===== src/hw/rtl/ir_ac_pkg.sv =====
package ir_ac_pkg;

  localparam int unsigned FRAME_BYTES = 18;
  localparam int unsigned BIT_CNT_W   = 8;
  localparam int unsigned BYTE_IDX_W  = BIT_CNT_W - 3;

  localparam int unsigned TOL_W      = 7;
  localparam int unsigned TMIN_W     = 6;
  localparam int unsigned TOL_MAX    = 100;
  localparam int unsigned PCT_SCALE  = 100;
  localparam int unsigned DUR_W      = 16;

  localparam int unsigned HDR_MARK   = 3600;
  localparam int unsigned HDR_SPACE  = 1700;
  localparam int unsigned BIT_MARK   = 460;
  localparam int unsigned ONE_SPACE  = 1260;
  localparam int unsigned ZERO_SPACE = 400;

  // Configuration register indexes
  localparam logic CFG_TOLERANCE = 1'b0;
  localparam logic CFG_TEMP_MIN  = 1'b1;

  // Result status codes
  localparam logic [1:0] ST_OK      = 2'd0;
  localparam logic [1:0] ST_BIT_ERR = 2'd1;
  localparam logic [1:0] ST_SUM_ERR = 2'd2;

  // Operating mode codes and their raw byte values
  localparam logic [2:0] MODE_OFF  = 3'd0;
  localparam logic [2:0] MODE_HEAT = 3'd1;
  localparam logic [2:0] MODE_COOL = 3'd2;
  localparam logic [2:0] MODE_AUTO = 3'd3;
  localparam logic [2:0] MODE_DRY  = 3'd4;

  localparam logic [7:0] BYTE_HEAT = 8'h08;
  localparam logic [7:0] BYTE_COOL = 8'h18;
  localparam logic [7:0] BYTE_AUTO = 8'h20;
  localparam logic [7:0] BYTE_DRY  = 8'h10;

  typedef struct packed {
    logic [DUR_W-1:0] mark_us;
    logic [DUR_W-1:0] space_us;
  } in_beat_t;

  typedef struct packed {
    logic [1:0] status;
    logic [2:0] mode;
    logic [7:0] mode_byte;
    logic [7:0] temp_code;
    logic [8:0] temperature;
  } out_beat_t;

  // Window matches of one pair against the three pair shapes
  typedef struct packed {
    logic hdr;
    logic one;
    logic zero;
  } pair_match_t;

  typedef logic [DUR_W-1:0] bnd_tbl_t [0:TOL_MAX];

  // Bound table over every tolerance, built at elaboration
  function automatic bnd_tbl_t mk_bnd(int unsigned nom, bit upper);
    bnd_tbl_t    tbl;
    int unsigned p;
    for (int unsigned i = 0; i <= TOL_MAX; i++) begin
      p      = upper ? (PCT_SCALE + i) : (PCT_SCALE - i);
      tbl[i] = DUR_W'((nom * p) / PCT_SCALE);
    end
    return tbl;
  endfunction

  localparam bnd_tbl_t HDR_MARK_LO   = mk_bnd(HDR_MARK, 1'b0);
  localparam bnd_tbl_t HDR_MARK_HI   = mk_bnd(HDR_MARK, 1'b1);
  localparam bnd_tbl_t HDR_SPACE_LO  = mk_bnd(HDR_SPACE, 1'b0);
  localparam bnd_tbl_t HDR_SPACE_HI  = mk_bnd(HDR_SPACE, 1'b1);
  localparam bnd_tbl_t BIT_MARK_LO   = mk_bnd(BIT_MARK, 1'b0);
  localparam bnd_tbl_t BIT_MARK_HI   = mk_bnd(BIT_MARK, 1'b1);
  localparam bnd_tbl_t ONE_SPACE_LO  = mk_bnd(ONE_SPACE, 1'b0);
  localparam bnd_tbl_t ONE_SPACE_HI  = mk_bnd(ONE_SPACE, 1'b1);
  localparam bnd_tbl_t ZERO_SPACE_LO = mk_bnd(ZERO_SPACE, 1'b0);
  localparam bnd_tbl_t ZERO_SPACE_HI = mk_bnd(ZERO_SPACE, 1'b1);

endpackage


===== src/hw/rtl/ir_ac_in_reg.sv =====
module ir_ac_in_reg
  import ir_ac_pkg::*;
(
  input  logic     clk,
  input  logic     rst_n,
  input  logic     in_valid,
  output logic     in_stall,
  input  in_beat_t in_data,
  input  logic     adv,
  output logic     s1_valid,
  output in_beat_t s1_data
);

  logic     s1_valid_r, s1_valid_nxt;
  in_beat_t s1_data_r;
  logic     load;

  // Hold the beat while the core cannot take it
  assign in_stall = s1_valid_r && !adv;
  assign load     = in_valid && !in_stall;

  always_comb begin
    if (load) begin
      s1_valid_nxt = 1'b1;
    end else if (adv) begin
      s1_valid_nxt = 1'b0;
    end else begin
      s1_valid_nxt = s1_valid_r;
    end
  end

  always_ff @(posedge clk) begin
    if (!rst_n) begin
      s1_valid_r <= 1'b0;
    end else begin
      s1_valid_r <= s1_valid_nxt;
    end
  end

  always_ff @(posedge clk) begin
    if (load) begin
      s1_data_r <= in_data;
    end
  end

  assign s1_valid = s1_valid_r;
  assign s1_data  = s1_data_r;

endmodule


===== src/hw/rtl/ir_ac_win.sv =====
module ir_ac_win
  import ir_ac_pkg::*;
(
  input  logic [TOL_W-1:0] tol,
  input  in_beat_t         pair,
  output pair_match_t      match
);

  logic [TOL_W-1:0] t_idx;
  logic             hdr_m, hdr_s, bit_m, one_s, zero_s;

  // Tolerances above the full scale act as the full scale
  assign t_idx = (tol > TOL_W'(TOL_MAX)) ? TOL_W'(TOL_MAX) : tol;

  assign hdr_m  = (pair.mark_us  >= HDR_MARK_LO[t_idx])   && (pair.mark_us  <= HDR_MARK_HI[t_idx]);
  assign hdr_s  = (pair.space_us >= HDR_SPACE_LO[t_idx])  && (pair.space_us <= HDR_SPACE_HI[t_idx]);
  assign bit_m  = (pair.mark_us  >= BIT_MARK_LO[t_idx])   && (pair.mark_us  <= BIT_MARK_HI[t_idx]);
  assign one_s  = (pair.space_us >= ONE_SPACE_LO[t_idx])  && (pair.space_us <= ONE_SPACE_HI[t_idx]);
  assign zero_s = (pair.space_us >= ZERO_SPACE_LO[t_idx]) && (pair.space_us <= ZERO_SPACE_HI[t_idx]);

  assign match.hdr  = hdr_m && hdr_s;
  assign match.one  = bit_m && one_s;
  assign match.zero = bit_m && zero_s;

endmodule


===== src/hw/rtl/ir_ac_core.sv =====
module ir_ac_core
  import ir_ac_pkg::*;
(
  input  logic              clk,
  input  logic              rst_n,
  input  logic [TMIN_W-1:0] temp_min,
  input  logic              s1_valid,
  input  pair_match_t       match,
  output logic              adv,
  output logic              out_valid,
  input  logic              out_stall,
  output out_beat_t         out_data
);

  logic                 in_frame_r, in_frame_nxt;
  logic [BIT_CNT_W-1:0] bit_cnt_r, bit_cnt_nxt;
  logic [7:0]           byte_acc_r, byte_acc_nxt;
  logic [7:0]           sum_acc_r, sum_acc_nxt;
  logic [7:0]           mode_r, mode_nxt;
  logic [7:0]           temp_r, temp_nxt;
  logic                 out_valid_r, out_valid_nxt;
  out_beat_t            out_data_r, res;

  logic                  fire, emit, bad;
  logic [2:0]            pos;
  logic [BYTE_IDX_W-1:0] idx;
  logic [7:0]            acc_new;

  assign adv  = !out_valid_r || !out_stall;
  assign fire = s1_valid && adv;
  assign bad  = !match.one && !match.zero;
  assign pos  = bit_cnt_r[2:0];
  assign idx  = bit_cnt_r[BIT_CNT_W-1:3];
  // One window wins over zero where they overlap
  assign acc_new = byte_acc_r | (8'(match.one) << pos);

  function automatic logic [2:0] mode_of(logic [7:0] b);
    logic [2:0] m;
    unique case (b)
      BYTE_HEAT: m = MODE_HEAT;
      BYTE_COOL: m = MODE_COOL;
      BYTE_AUTO: m = MODE_AUTO;
      BYTE_DRY:  m = MODE_DRY;
      default:   m = MODE_OFF;
    endcase
    return m;
  endfunction

  always_comb begin
    in_frame_nxt = in_frame_r;
    bit_cnt_nxt  = bit_cnt_r;
    byte_acc_nxt = byte_acc_r;
    sum_acc_nxt  = sum_acc_r;
    mode_nxt     = mode_r;
    temp_nxt     = temp_r;
    emit         = 1'b0;
    res          = '0;
    if (fire) begin
      if (!in_frame_r) begin
        if (match.hdr) begin
          in_frame_nxt = 1'b1;
          bit_cnt_nxt  = '0;
          byte_acc_nxt = '0;
          sum_acc_nxt  = '0;
        end
      end else if (bad) begin
        emit         = 1'b1;
        res.status   = ST_BIT_ERR;
        in_frame_nxt = 1'b0;
        bit_cnt_nxt  = '0;
        byte_acc_nxt = '0;
        sum_acc_nxt  = '0;
      end else if (pos != 3'd7) begin
        byte_acc_nxt = acc_new;
        bit_cnt_nxt  = bit_cnt_r + 1'b1;
      end else if (idx != BYTE_IDX_W'(FRAME_BYTES - 1)) begin
        sum_acc_nxt  = sum_acc_r + acc_new;
        if (idx == BYTE_IDX_W'(6)) begin
          mode_nxt = acc_new;
        end else if (idx == BYTE_IDX_W'(7)) begin
          temp_nxt = acc_new;
        end
        byte_acc_nxt = '0;
        bit_cnt_nxt  = bit_cnt_r + 1'b1;
      end else begin
        // Last byte is the checksum of all before it
        emit = 1'b1;
        if (sum_acc_r == acc_new) begin
          res.status      = ST_OK;
          res.mode        = mode_of(mode_r);
          res.mode_byte   = mode_r;
          res.temp_code   = temp_r;
          res.temperature = {1'b0, temp_r} + {3'b000, temp_min};
        end else begin
          res.status = ST_SUM_ERR;
        end
        in_frame_nxt = 1'b0;
        bit_cnt_nxt  = '0;
        byte_acc_nxt = '0;
        sum_acc_nxt  = '0;
      end
    end
  end

  always_comb begin
    if (emit) begin
      out_valid_nxt = 1'b1;
    end else if (!out_stall) begin
      out_valid_nxt = 1'b0;
    end else begin
      out_valid_nxt = out_valid_r;
    end
  end

  always_ff @(posedge clk) begin
    if (!rst_n) begin
      in_frame_r  <= 1'b0;
      bit_cnt_r   <= '0;
      byte_acc_r  <= '0;
      sum_acc_r   <= '0;
      mode_r      <= '0;
      temp_r      <= '0;
      out_valid_r <= 1'b0;
    end else begin
      in_frame_r  <= in_frame_nxt;
      bit_cnt_r   <= bit_cnt_nxt;
      byte_acc_r  <= byte_acc_nxt;
      sum_acc_r   <= sum_acc_nxt;
      mode_r      <= mode_nxt;
      temp_r      <= temp_nxt;
      out_valid_r <= out_valid_nxt;
    end
  end

  always_ff @(posedge clk) begin
    if (emit) begin
      out_data_r <= res;
    end
  end

  assign out_valid = out_valid_r;
  assign out_data  = out_data_r;

endmodule


===== src/hw/rtl/ir_ac_frame_decoder.sv =====
// Channel | Dir | Handshake        | Beat payload
// in_     | in  | in_valid/in_stall   | in_beat_t: mark_us, space_us
// out_    | out | out_valid/out_stall | out_beat_t: status, mode, mode_byte,
//         |     |                     |   temp_code, temperature
// cfg_    | in  | cfg_we              | cfg_index, cfg_wdata
//
// One beat per cycle sustained while no result waits on out_stall. A beat
// is held in the input register, then the window compare and frame logic
// load the result register from it once the core advances.
// Reset (rst_n low, synchronous) returns to header hunt and empties both
// registers; tolerance comes back to 25 percent and the minimum to 16.
// A result waiting on out_stall holds; an empty input register still takes
// one more beat behind it before in_stall rises.
module ir_ac_frame_decoder
  import ir_ac_pkg::*;
(
  input  logic             clk,
  input  logic             rst_n,
  input  logic             in_valid,
  output logic             in_stall,
  input  in_beat_t         in_data,
  output logic             out_valid,
  input  logic             out_stall,
  output out_beat_t        out_data,
  input  logic             cfg_we,
  input  logic             cfg_index,
  input  logic [TOL_W-1:0] cfg_wdata
);

  logic [TOL_W-1:0]  tol_r, tol_nxt;
  logic [TMIN_W-1:0] tmin_r, tmin_nxt;

  logic        adv;
  logic        s1_valid;
  in_beat_t    s1_data;
  pair_match_t match;

  // Configuration registers: write only, no read-back
  always_comb begin
    tol_nxt  = tol_r;
    tmin_nxt = tmin_r;
    if (cfg_we) begin
      unique case (cfg_index)
        CFG_TOLERANCE: tol_nxt  = cfg_wdata;
        CFG_TEMP_MIN:  tmin_nxt = cfg_wdata[TMIN_W-1:0];
        default:       tol_nxt  = tol_r;
      endcase
    end
  end

  always_ff @(posedge clk) begin
    if (!rst_n) begin
      tol_r  <= TOL_W'(25);
      tmin_r <= TMIN_W'(16);
    end else begin
      tol_r  <= tol_nxt;
      tmin_r <= tmin_nxt;
    end
  end

  // Input register
  ir_ac_in_reg u_in_reg (
    .clk      (clk),
    .rst_n    (rst_n),
    .in_valid (in_valid),
    .in_stall (in_stall),
    .in_data  (in_data),
    .adv      (adv),
    .s1_valid (s1_valid),
    .s1_data  (s1_data)
  );

  // Tolerance windows for header, one and zero
  ir_ac_win u_win (
    .tol   (tol_r),
    .pair  (s1_data),
    .match (match)
  );

  // Frame tracking, checksum and result register
  ir_ac_core u_core (
    .clk       (clk),
    .rst_n     (rst_n),
    .temp_min  (tmin_r),
    .s1_valid  (s1_valid),
    .match     (match),
    .adv       (adv),
    .out_valid (out_valid),
    .out_stall (out_stall),
    .out_data  (out_data)
  );

endmodule


===== config.mk =====
export PLATFORM = sky130hd
export DESIGN_NAME = ir_ac_frame_decoder
export DESIGN_NICKNAME = d
export VERILOG_FILES = /design/src/hw/rtl/ir_ac_pkg.sv /design/src/hw/rtl/ir_ac_in_reg.sv /design/src/hw/rtl/ir_ac_win.sv /design/src/hw/rtl/ir_ac_core.sv /design/src/hw/rtl/ir_ac_frame_decoder.sv
export SDC_FILE = /design/constraint.sdc
export NUM_CORES = 1
export LEC_CHECK = 0
export BUFFER_PORTS_ARGS = -buffer_cell sky130_fd_sc_hd__buf_4
export CAP_MARGIN = 20
export CORE_ASPECT_RATIO = 0.6
export CORE_MARGIN = 1
export CORE_UTILIZATION = 40
export DETAILED_ROUTE_END_ITERATION = 8
export PLACE_DENSITY = 0.63
export SYNTH_ARGS = -nofsm -noshare
export SYNTH_HDL_FRONTEND = slang
export SYNTH_SLANG_ARGS = --single-unit

===== constraint.sdc =====
create_clock -name clk -period 16.6 [get_ports clk]
set_input_delay 3.32 -clock clk [delete_from_list [all_inputs] [get_ports clk]]
set_output_delay 3.32 -clock clk [all_outputs]
set_load 0.005 [all_outputs]

======== After elaboration in Yosys (flattened, before gate mapping) ========
Memory sizes are Yosys's and may differ from the RTL's.
Cells that the tools add are included.
storage, ports and cells
  word-level logic and storage cells ...... 147
  input bits .............................. 45
  memories ................................ 10
  bits in registers ....................... 118
  memory bits (read-only) ................. 20480
memory list
  memory           depth  bits a word  rd ports  clocked after memory_dff  write ports  RTL line         text
  (no name shown)  128    16           1         0                         0            ir_ac_win.sv:15  assign hdr_m = (pair.mark_us >= HDR_MARK_LO[t_idx]) && (pair.mark_us <= HDR_MARK_HI[t_idx]);
  (no name shown)  128    16           1         0                         0            ir_ac_win.sv:15
  (no name shown)  128    16           1         0                         0            ir_ac_win.sv:16  assign hdr_s = (pair.space_us >= HDR_SPACE_LO[t_idx]) && (pair.space_us <= HDR_SPACE_HI[t_idx]);
  (no name shown)  128    16           1         0                         0            ir_ac_win.sv:16
  (no name shown)  128    16           1         0                         0            ir_ac_win.sv:17  assign bit_m = (pair.mark_us >= BIT_MARK_LO[t_idx]) && (pair.mark_us <= BIT_MARK_HI[t_idx]);
  (no name shown)  128    16           1         0                         0            ir_ac_win.sv:17
  4 more memories  --     --           --        --                        --           --
operators by class
  bitwise logic cells ..................... 9
  reductions and logical operators ........ 30
  eq/ne operators ......................... 11
  muxes and demuxes ....................... 53
  add/sub/neg operators ................... 3
  order comparisons ....................... 12
  shift-type cells ........................ 1
operators by type and width
  operator               number
  $mux W16               20
  $mux W8                12
  $ge A16 B16 Y1         5
  $le A16 B16 Y1         5
  $mux W29               2
  $mux W28               1
  $eq A8 B5 Y1 const B   2
  $mux W1                15
  $logic_and A1 B1 Y1    12
  $pmux W3 S4            1
  $eq A5 B3 Y1 const B   2
  $add A8 B6 Y9          1
  $add A8 B1 Y8 const B  1
  $add A8 B8 Y8          1
  $eq A8 B4 Y1 const B   1
  $eq A8 B6 Y1 const B   1
  $eq A8 B8 Y1           1
  $ge A8 B8 Y1 const B   1
  $not A7 Y8             1
  $or A8 B8 Y8           1
  $reduce_and A2 Y1      4
  $shl A1 B3 Y8          1
  $gt A7 B7 Y1 const B   1
  $mux W7                1
  other kinds (13)       26

======== Depth between registers and ports, before layout ========
Gate-level depths: netlist of run 1.
  depth after elaboration ................. 16
  mapped depth ............................ 31
  mapped depth without buffers ............ 29

======== Cells and area by module ========
A second synthesis of run 1 with hierarchy kept.
unflattened totals
  cells, all modules ...................... 1518
  area, all modules ....................... 12045.3 um^2
by module, submodules not included
  module               cells each  area each (um^2)  times used
  ir_ac_win            1082        6985.4            1
  ir_ac_core           345         3538.4            1
  ir_ac_in_reg         36          1008.5            1
  ir_ac_frame_decoder  55          513.0             1

======== Worst setup path after synthesis of run 1 ========
No wires, ideal clock.
  kind .................................... input to output
  start point ............................. in out_stall
  end point ............................... out in_stall
  data arrival time ....................... 3508 ps
  buffers on the path ..................... 0
  path slack .............................. 9772 ps
  data required time ...................... 13280 ps
  cell stages on the path ................. 1
  path through ............................ and3_1
between the ends
  word-level cells in the longest chain between the ends .. 4
ends and longest elaborated chain
  what                 RTL line                   text
  start, declared      ir_ac_frame_decoder.sv:23  input logic out_stall,
  $logic_not A1 Y1     ir_ac_core.sv:29           assign adv = !out_valid_r || !out_stall;
  $logic_or A1 B1 Y1   ir_ac_core.sv:29
  $logic_not A1 Y1     ir_ac_in_reg.sv:19         assign in_stall = s1_valid_r && !adv;
  $logic_and A1 B1 Y1  ir_ac_in_reg.sv:19
  end, declared        ir_ac_frame_decoder.sv:20  output logic in_stall,
No other way between the ends.

======== Final worst setup path of run 1 ========
  start point ............................. reg tol_r[6]
  end point ............................... reg u_core.out_data_r (netlist bit u_core.out_data[2]), data pin
between the ends
  word-level cells in the longest chain between the ends .. 14
  elaborated cells on any way between the ends .. 40
ends and longest elaborated chain
  what                                             RTL line                          text
  start, declared                                  ir_ac_frame_decoder.sv:30         logic [TOL_W-1:0] tol_r, tol_nxt;
  start signal, assigned                           ir_ac_frame_decoder.sv:56         tol_r <= tol_nxt;
  $gt A7 B7 Y1                                     ir_ac_win.sv:13                   assign t_idx = (tol > TOL_W'(TOL_MAX)) ? TOL_W'(TOL_MAX) : tol;
  $mux W7 *                                        ir_ac_win.sv:13
  $not A7 Y8 (not written as such) *               ir_ac_win.sv:17, ir_ac_win.sv:18
  $mem_v2 Z128 W16, on equally long branches       --
  $mux W16, on equally long branches (2 in a row)  ir_ac_win.sv:17, ir_ac_win.sv:18
  $ge A16 B16 Y1 (tied with other cells)           ir_ac_win.sv:17
  $logic_and A1 B1 Y1, on equally long branches    ir_ac_win.sv:17, ir_ac_win.sv:18
  $logic_and A1 B1 Y1 *                            ir_ac_win.sv:22                   assign match.one = bit_m && one_s;
  $shl A1 B3 Y8 *                                  ir_ac_core.sv:35                  assign acc_new = byte_acc_r | (8'(match.one) << pos);
  $or A8 B8 Y8 *                                   ir_ac_core.sv:35
  net u_core.acc_new[5]                            ir_ac_core.sv:27                  logic [7:0] acc_new;
  $eq A8 B8 Y1 *                                   ir_ac_core.sv:88                  if (sum_acc_r == acc_new) begin
  $not A1 Y1 (no line) *                           --
  $reduce_or A6 Y1 (no line) *                     --
  end signal, assigned                             ir_ac_core.sv:137                 out_data_r <= res;
  end, declared                                    ir_ac_core.sv:22                  out_beat_t out_data_r, res;
Mark *: on every way through the listed nets, which the timed path passes. The rest lies on a longest branch. The select of a mux whose other input is x is not followed.
A chain may end at the register's enable or synchronous reset.

==> metrics.txt, run 1 <==
status completed; max incr delay on CP ~660 ps; maximum VDD drop approximately 0.000045 V; I/O Pins 77; Combinational Power Share about 32%; chip height 135 um; register area 2990 um^2; period utilization between 50% and 60%; CTS hold repair buffers 0; Die X 224 um; FFs w/ async S/R, synth 0%; number of gates resized after CTS 0; Hold Vio Cnt, Final 0; PortBufs between 70 and 80; sequential area share after synthesis 25.3%; share of total power in sequential cells 30.8%; vias in the first global route roughly 11000; Final WS setup ~7700 ps; largest net degree at the start of global routing 81; Worst Setup Start Kind register; Syn-to-layout area delta 12.7%; setup TNS 0 ps; crit path time final about 8900 ps; Max Fanout on Critical Path 66; max cap viols 0; area taken by multi-input logic gates ~8200 um^2; top-count cell post-synth nand2_1; fmax roughly 110 MHz; max_slew headroom around 26%; # H-tree levels 4; Synth Register Bits approximately 120; switching pwr between 300 and 400 uW; Synth Flop Type edfxtp_1; Setup WS pre-CTS around 7700 ps; drt total wl 45500 um; Worst-Skew Late Latency between 400 and 500 ps; half-perimeter wire length after detailed placement between 30000 and 40000 um; total global-route track usage around 30%; layout cell share with drive strength beyond 1 11.6%; slowest CP cell o31ai_1; Leakage roughly 0.0054 uW; Yosys top cell by area edfxtp_1; via count between 10000 and 15000; RSZ-0062 raised after global routing false; Clock power frac a little under two fifths; critical path arrival ~9000 ps; # fillers ~2800; worst slew pin tran 1100 ps; number of synthesized flops with an enable pin 62; TritonRoute pass-1 iters 5; Reg clk slew, reported paths about 60 ps; CP required 16860 ps; Post-CTS Setup Bufs 0; DRC 0; Setup crit end kind register; cells after synthesis ~1500; syn nets 1721; synthesis warning total 0; # rows between 40 and 50; overall power roughly 1100 uW; area of the core a little under 30000 um^2; PD cells 79.9 nW/um^2; # setup viols final 0; Setup CP Type register to register; final-stage net count 1732; Root Buffer clkbuf_16; drt initial violations roughly 2300; Synth top cells by count nand2_1, nor2_1, a21oi_1; initial antenna violation count 2; Sw Ratio between 30% and 40%; drt wl/cell 23.4 um; Starting Density 40.9%; mapped cell area approximately 12000 um^2; Slew Limit Fails 0; GPL Wtd Cong just under 1; first-pass GRT wire length roughly 70000 um; Max Clock Skew ~23 ps; Synth cell types 83; final core occ 46.0%; clk sinks 118; Inserted Clock Buffers 17; die area slightly above 30000 um^2; Hold Path Class register to register; Avg Inst Size Synth 7.63 um^2; WHS ~470 ps; Synth top area share 15.8%; grt total ovfl 0; top post-synthesis cells by area edfxtp_1, ha_1, dfxtp_1, a21oi_1, nand2_1; internal power ~680 uW; clk buf depth 2; vias per cell 6.49; CTS tree yes; Antenna Nets Post-Route 0
-- final cells by class --
cell class / count / share of cell area (%)
antenna: 3 / 0.0566
inverter: 53 / 1.50
clock buffer: 18 / 3.23
multi-input combinational: 1259 / 61.7
sequential: 118 / 22.5
tap: 375 / 3.54
clock inverter: 14 / 1.42
timing repair buffer: 105 / 6.09
-- kinds of logic (layout without fill, tap and decap cells) --
logic type	after synthesis	after routing	synth area share (%)
compound gates	525	525	28.3
buf+inv	166	190	5.51
simple gates	544	544	21.2
fa+ha+maj	133	133	14.3
xor+xnor	22	22	1.64
flops	118	118	25.3
other cells	0	3	0
mux	35	35	3.74
-- worst max-delay path: cells and delay by family, from the launching register on --
family	cells	cell delay, ps
compound gates	7	2300
fa+ha+maj	3	840
buf+inv	6	1670
flops	1	310
mux	1	540
simple gates	10	2970
-- placed cells by master, fill, tap and decap left out, drive strengths merged, types with 15 or more instances in the layout --
master	count
clkbuf	18
a211oi	32
o21a	15
a31oi	22
nor2	175
o21ai	134
mux2i	26
nand2	185
dfxtp	56
a21o	17
o22ai	27
ha	131
o211ai	28
nand3	53
a21oi	156
buf	105
inv	57
edfxtp	62
nor2b	17
and2	26
nor3	21
-- stage by stage --
stage	instance area (um^2)	instances
floorplan	11800	1543
global placement	12600	1907
detailed placement	12600	1907
CTS	13200	1939
global route	13300	1942
finish	13300	1945
-- power groups by stage --
stage | combinational (uW) | clock, uW | sequential (uW)
floorplan | 222 | 0 | 327
global placement | 323 | 0 | 333
global route | 372 | 410 | 328
finish | 341 | 393 | 327
CTS | 326 | 398 | 327
detailed placement | 324 | 0 | 333
-- final timing paths --
kind | startpoint | to | slack [ps] | depth (start not counted)
worst max-delay path | tol_r[6] | u_core.out_data[2] | 7730 | 27
worst min-delay path | u_core.byte_acc_r[3] | u_core.byte_acc_r[3] | 470 | 2
worst max register to register | tol_r[6] | u_core.out_data[2] | 7730 | 27
worst min register to register | u_core.byte_acc_r[3] | u_core.byte_acc_r[3] | 470 | 2
-- registers in the layout, indices dropped and copies added, names as in the netlist --
signal and count:
u_core.out_data 30, u_core.byte_acc_r 8, u_in_reg.s1_data 32, tol_r 7, u_core.temp_r 8, u_core.in_frame_r 1, u_core.out_valid 1, tmin_r 6
u_core.sum_acc_r 8, u_in_reg.s1_valid 1, u_core.mode_r 8, u_core.bit_cnt_r 8
-- layer usage --
metal / share of wire [%] / global-route usage, % / vias up
met5: 0 / 0 / -
met4: 1.7 / 6.93 / 0
met3: 15 / 10.9 / 70
met2: 36 / 37.7 / 899
met1: 48 / 48.0 / 5905
li1: - / - / 5749
Power figures use the tool's default switching activity.
==> inputs of run 2 (changes only) <==
--- a/config.mk
+++ b/config.mk
@@ -11,7 +11,7 @@
 export CORE_MARGIN = 1
 export CORE_UTILIZATION = 40
 export DETAILED_ROUTE_END_ITERATION = 8
-export PLACE_DENSITY = 0.63
+export PLACE_DENSITY = 0.65
 export SYNTH_ARGS = -nofsm -noshare
 export SYNTH_HDL_FRONTEND = slang
 export SYNTH_SLANG_ARGS = --single-unit
==> constraint.sdc (replaced) <==
create_clock -name clk -period 7.1 [get_ports clk]
set_input_delay 1.42 -clock clk [delete_from_list [all_inputs] [get_ports clk]]
set_output_delay 1.42 -clock clk [all_outputs]
set_load 0.005 [all_outputs]
==> metrics.txt, run 2 (synthesis gave the netlist of run 1 again) <==
PortBufs 76 (unchanged); DRC 0 (unchanged); GPL Wtd Cong 1.03 (+3.9%); final-stage net count 1813 (+4.7%); max reg flops 32 (unchanged); clk sinks 118 (unchanged); CTS hold repair buffers 0 (unchanged); Worst-Skew Late Latency 430 ps (about the same); Non-Filler Instances 2023 (+4.0%); vias in the first global route 11500 (+0.76%); Hold Path Class register to register; layout cell share with drive strength beyond 1 16.9% (+5.3 points); chip height 135 um (unchanged); PD cells 179 nW/um^2 (+120%); overall power 2500 uW (+140%); # setup viols final 0 (unchanged); Max Clock Skew 15.3 ps (-7.60 ps); Reg clk slew, reported paths 60 ps (about the same); # rows 48 (unchanged); # fillers 2831 (-0.18%); WHS 475 ps (+4.95 ps); critical path arrival 7090 ps (-2030 ps); half-perimeter wire length after detailed placement 35700 um (+5.8%); I/O Pins 77 (unchanged); first-pass GRT wire length 70900 um (+0.88%); antenna cells 0 (-3); share of total power in sequential cells 30.5% (-0.3 points); # H-tree levels 4 (unchanged); Setup CP Type register to register; worst slew pin tran 1090 ps (-8.67 ps); die area 30200 um^2 (unchanged); Root Buffer clkbuf_16; vias per cell 6.36 (-2.0%); commonest cells after routing, fill and taps aside nand2_1, buf_4, nor2_1, a21oi_1, o21ai_0; crit path time final 6820 ps (-2050 ps); total global-route track usage 31.1% (+0.62 points); status completed; fmax 147 MHz (+30%); Combinational Power Share 34.2% (+2.1 points); Max Fanout on Critical Path 55 (-17%); drt initial violations 1896 (-17%); maximum VDD drop 0.000149 V (+230%); Antenna Nets Post-Route 0 (unchanged); area of the core 28800 um^2 (unchanged); CP required 7360 ps (-9500 ps); grt total ovfl 0 (unchanged); Starting Density 40.9% (unchanged); TritonRoute pass-1 iters 6 (+1); register area 2990 um^2 (unchanged); internal power 1570 uW (+130%); Worst Setup Start Kind register; Hold Vio Cnt, Final 0 (unchanged); drt total wl 47400 um (+4.0%); most common cell after layout, fill and taps aside nand2_1; initial antenna violation count 0 (-2); largest net degree at the start of global routing 81 (unchanged); period utilization 96.1% (+43 points); Syn-to-layout area delta 18.7%; via count 12900 (+1.9%); Slew Limit Fails 0 (unchanged); max cap viols 0 (unchanged); Placed Cells 1988 (+4.2%); Die X 224 um (unchanged); switching pwr 931 uW (+140%); area taken by multi-input logic gates 8250 um^2 (+0.80%); Leakage 0.00578 uW (+7.4%); Inserted Clock Buffers 17 (unchanged); clk buf depth 2 (unchanged); CTS tree yes; max_slew headroom 26.4% (+0.44 points); Setup crit end kind register; Clock power frac 35.3% (-1.7 points); final core occ 48.5% (+2.4 points); drt wl/cell 23.4 um (about the same); Sw Ratio 37.2% (+0.95 points)
run 2: changes by cell type in the layout (fill, tap and decap cells not counted), sizes merged:
cell,previous run,this run
diode,3,0
bufinv,3,1
inv,57,60
buf,105,186
clkinvlp,2,4
clkinv,5,2
run 2: final timing paths:
check / from / to / slack [ps] / depth (start not counted)
max: tol_r[4] / u_core.out_data[26] / 280 / 23
min: tmin_r[0] / tmin_r[0] / 480 / 2
max reg2reg: tol_r[4] / u_core.out_data[26] / 280 / 23
min reg2reg: tmin_r[0] / tmin_r[0] / 480 / 2
run 2: what timing repair did:
action	4_1_cts	5_1_grt
resized for setup	0	23
setup endpoints to repair	0	32
hold endpoints to repair	0	0
setup buffers	0	3
run 2: per-layer routing:
metal  wire, um  vias to the layer above  track usage [%]
li1           -                     5898                -
met1      22000                     5962             47.3
met2      16900                      918             38.3
met3       7470                       84             13.7
met4       1010                        0             7.23
met5          0                        -            0.968
run 2: critical path, stage by stage (launching register included):
cell and delay, ps:
dfxtp_2 330, buf_6 300, o211ai_1 180, nand2_1 180, buf_12 290, nand2_1 290, nor2_1 360, nor2_1 100
a22o_1 270, mux4_2 560, ha_1 320, nand4_1 70, o32a_1 320, o22ai_2 250, nand4_1 280, buf_4 230
o31ai_2 320, ha_1 300, or4_1 490, nor4_1 230, inv_1 140, a2111oi_4 400, buf_12 200, nor3b_1 210
run 2: power groups by stage:
stage	registers [uW]	clock network, uW	logic [uW]
after global routing	766	929	921
after floorplan	766	0	520
after global placement	777	0	798
after CTS	763	898	808
after detailed placement	777	0	803
final	764	883	856
run 2: cell type report:
class,count,area share (%)
Inverter,53,1.45
Clock buffer,18,3.22
Sequential cell,118,21.4
Clock inverter,14,1.09
Timing Repair Buffer,186,10.5
Multi-Input combinational cell,1259,59.0
Tap cell,375,3.36
run 2: metrics by stage:
step	TNS [ps]	worst slack [ps]	cell area [um^2]
5_1_grt	-233	-78.3	14000
4_1_cts	0	110	13900
3_3_place_gp	0	69.1	13300
3_5_place_dp	0	136	13300
2_1_floorplan	0	478	11800
6_report	0	277	14000
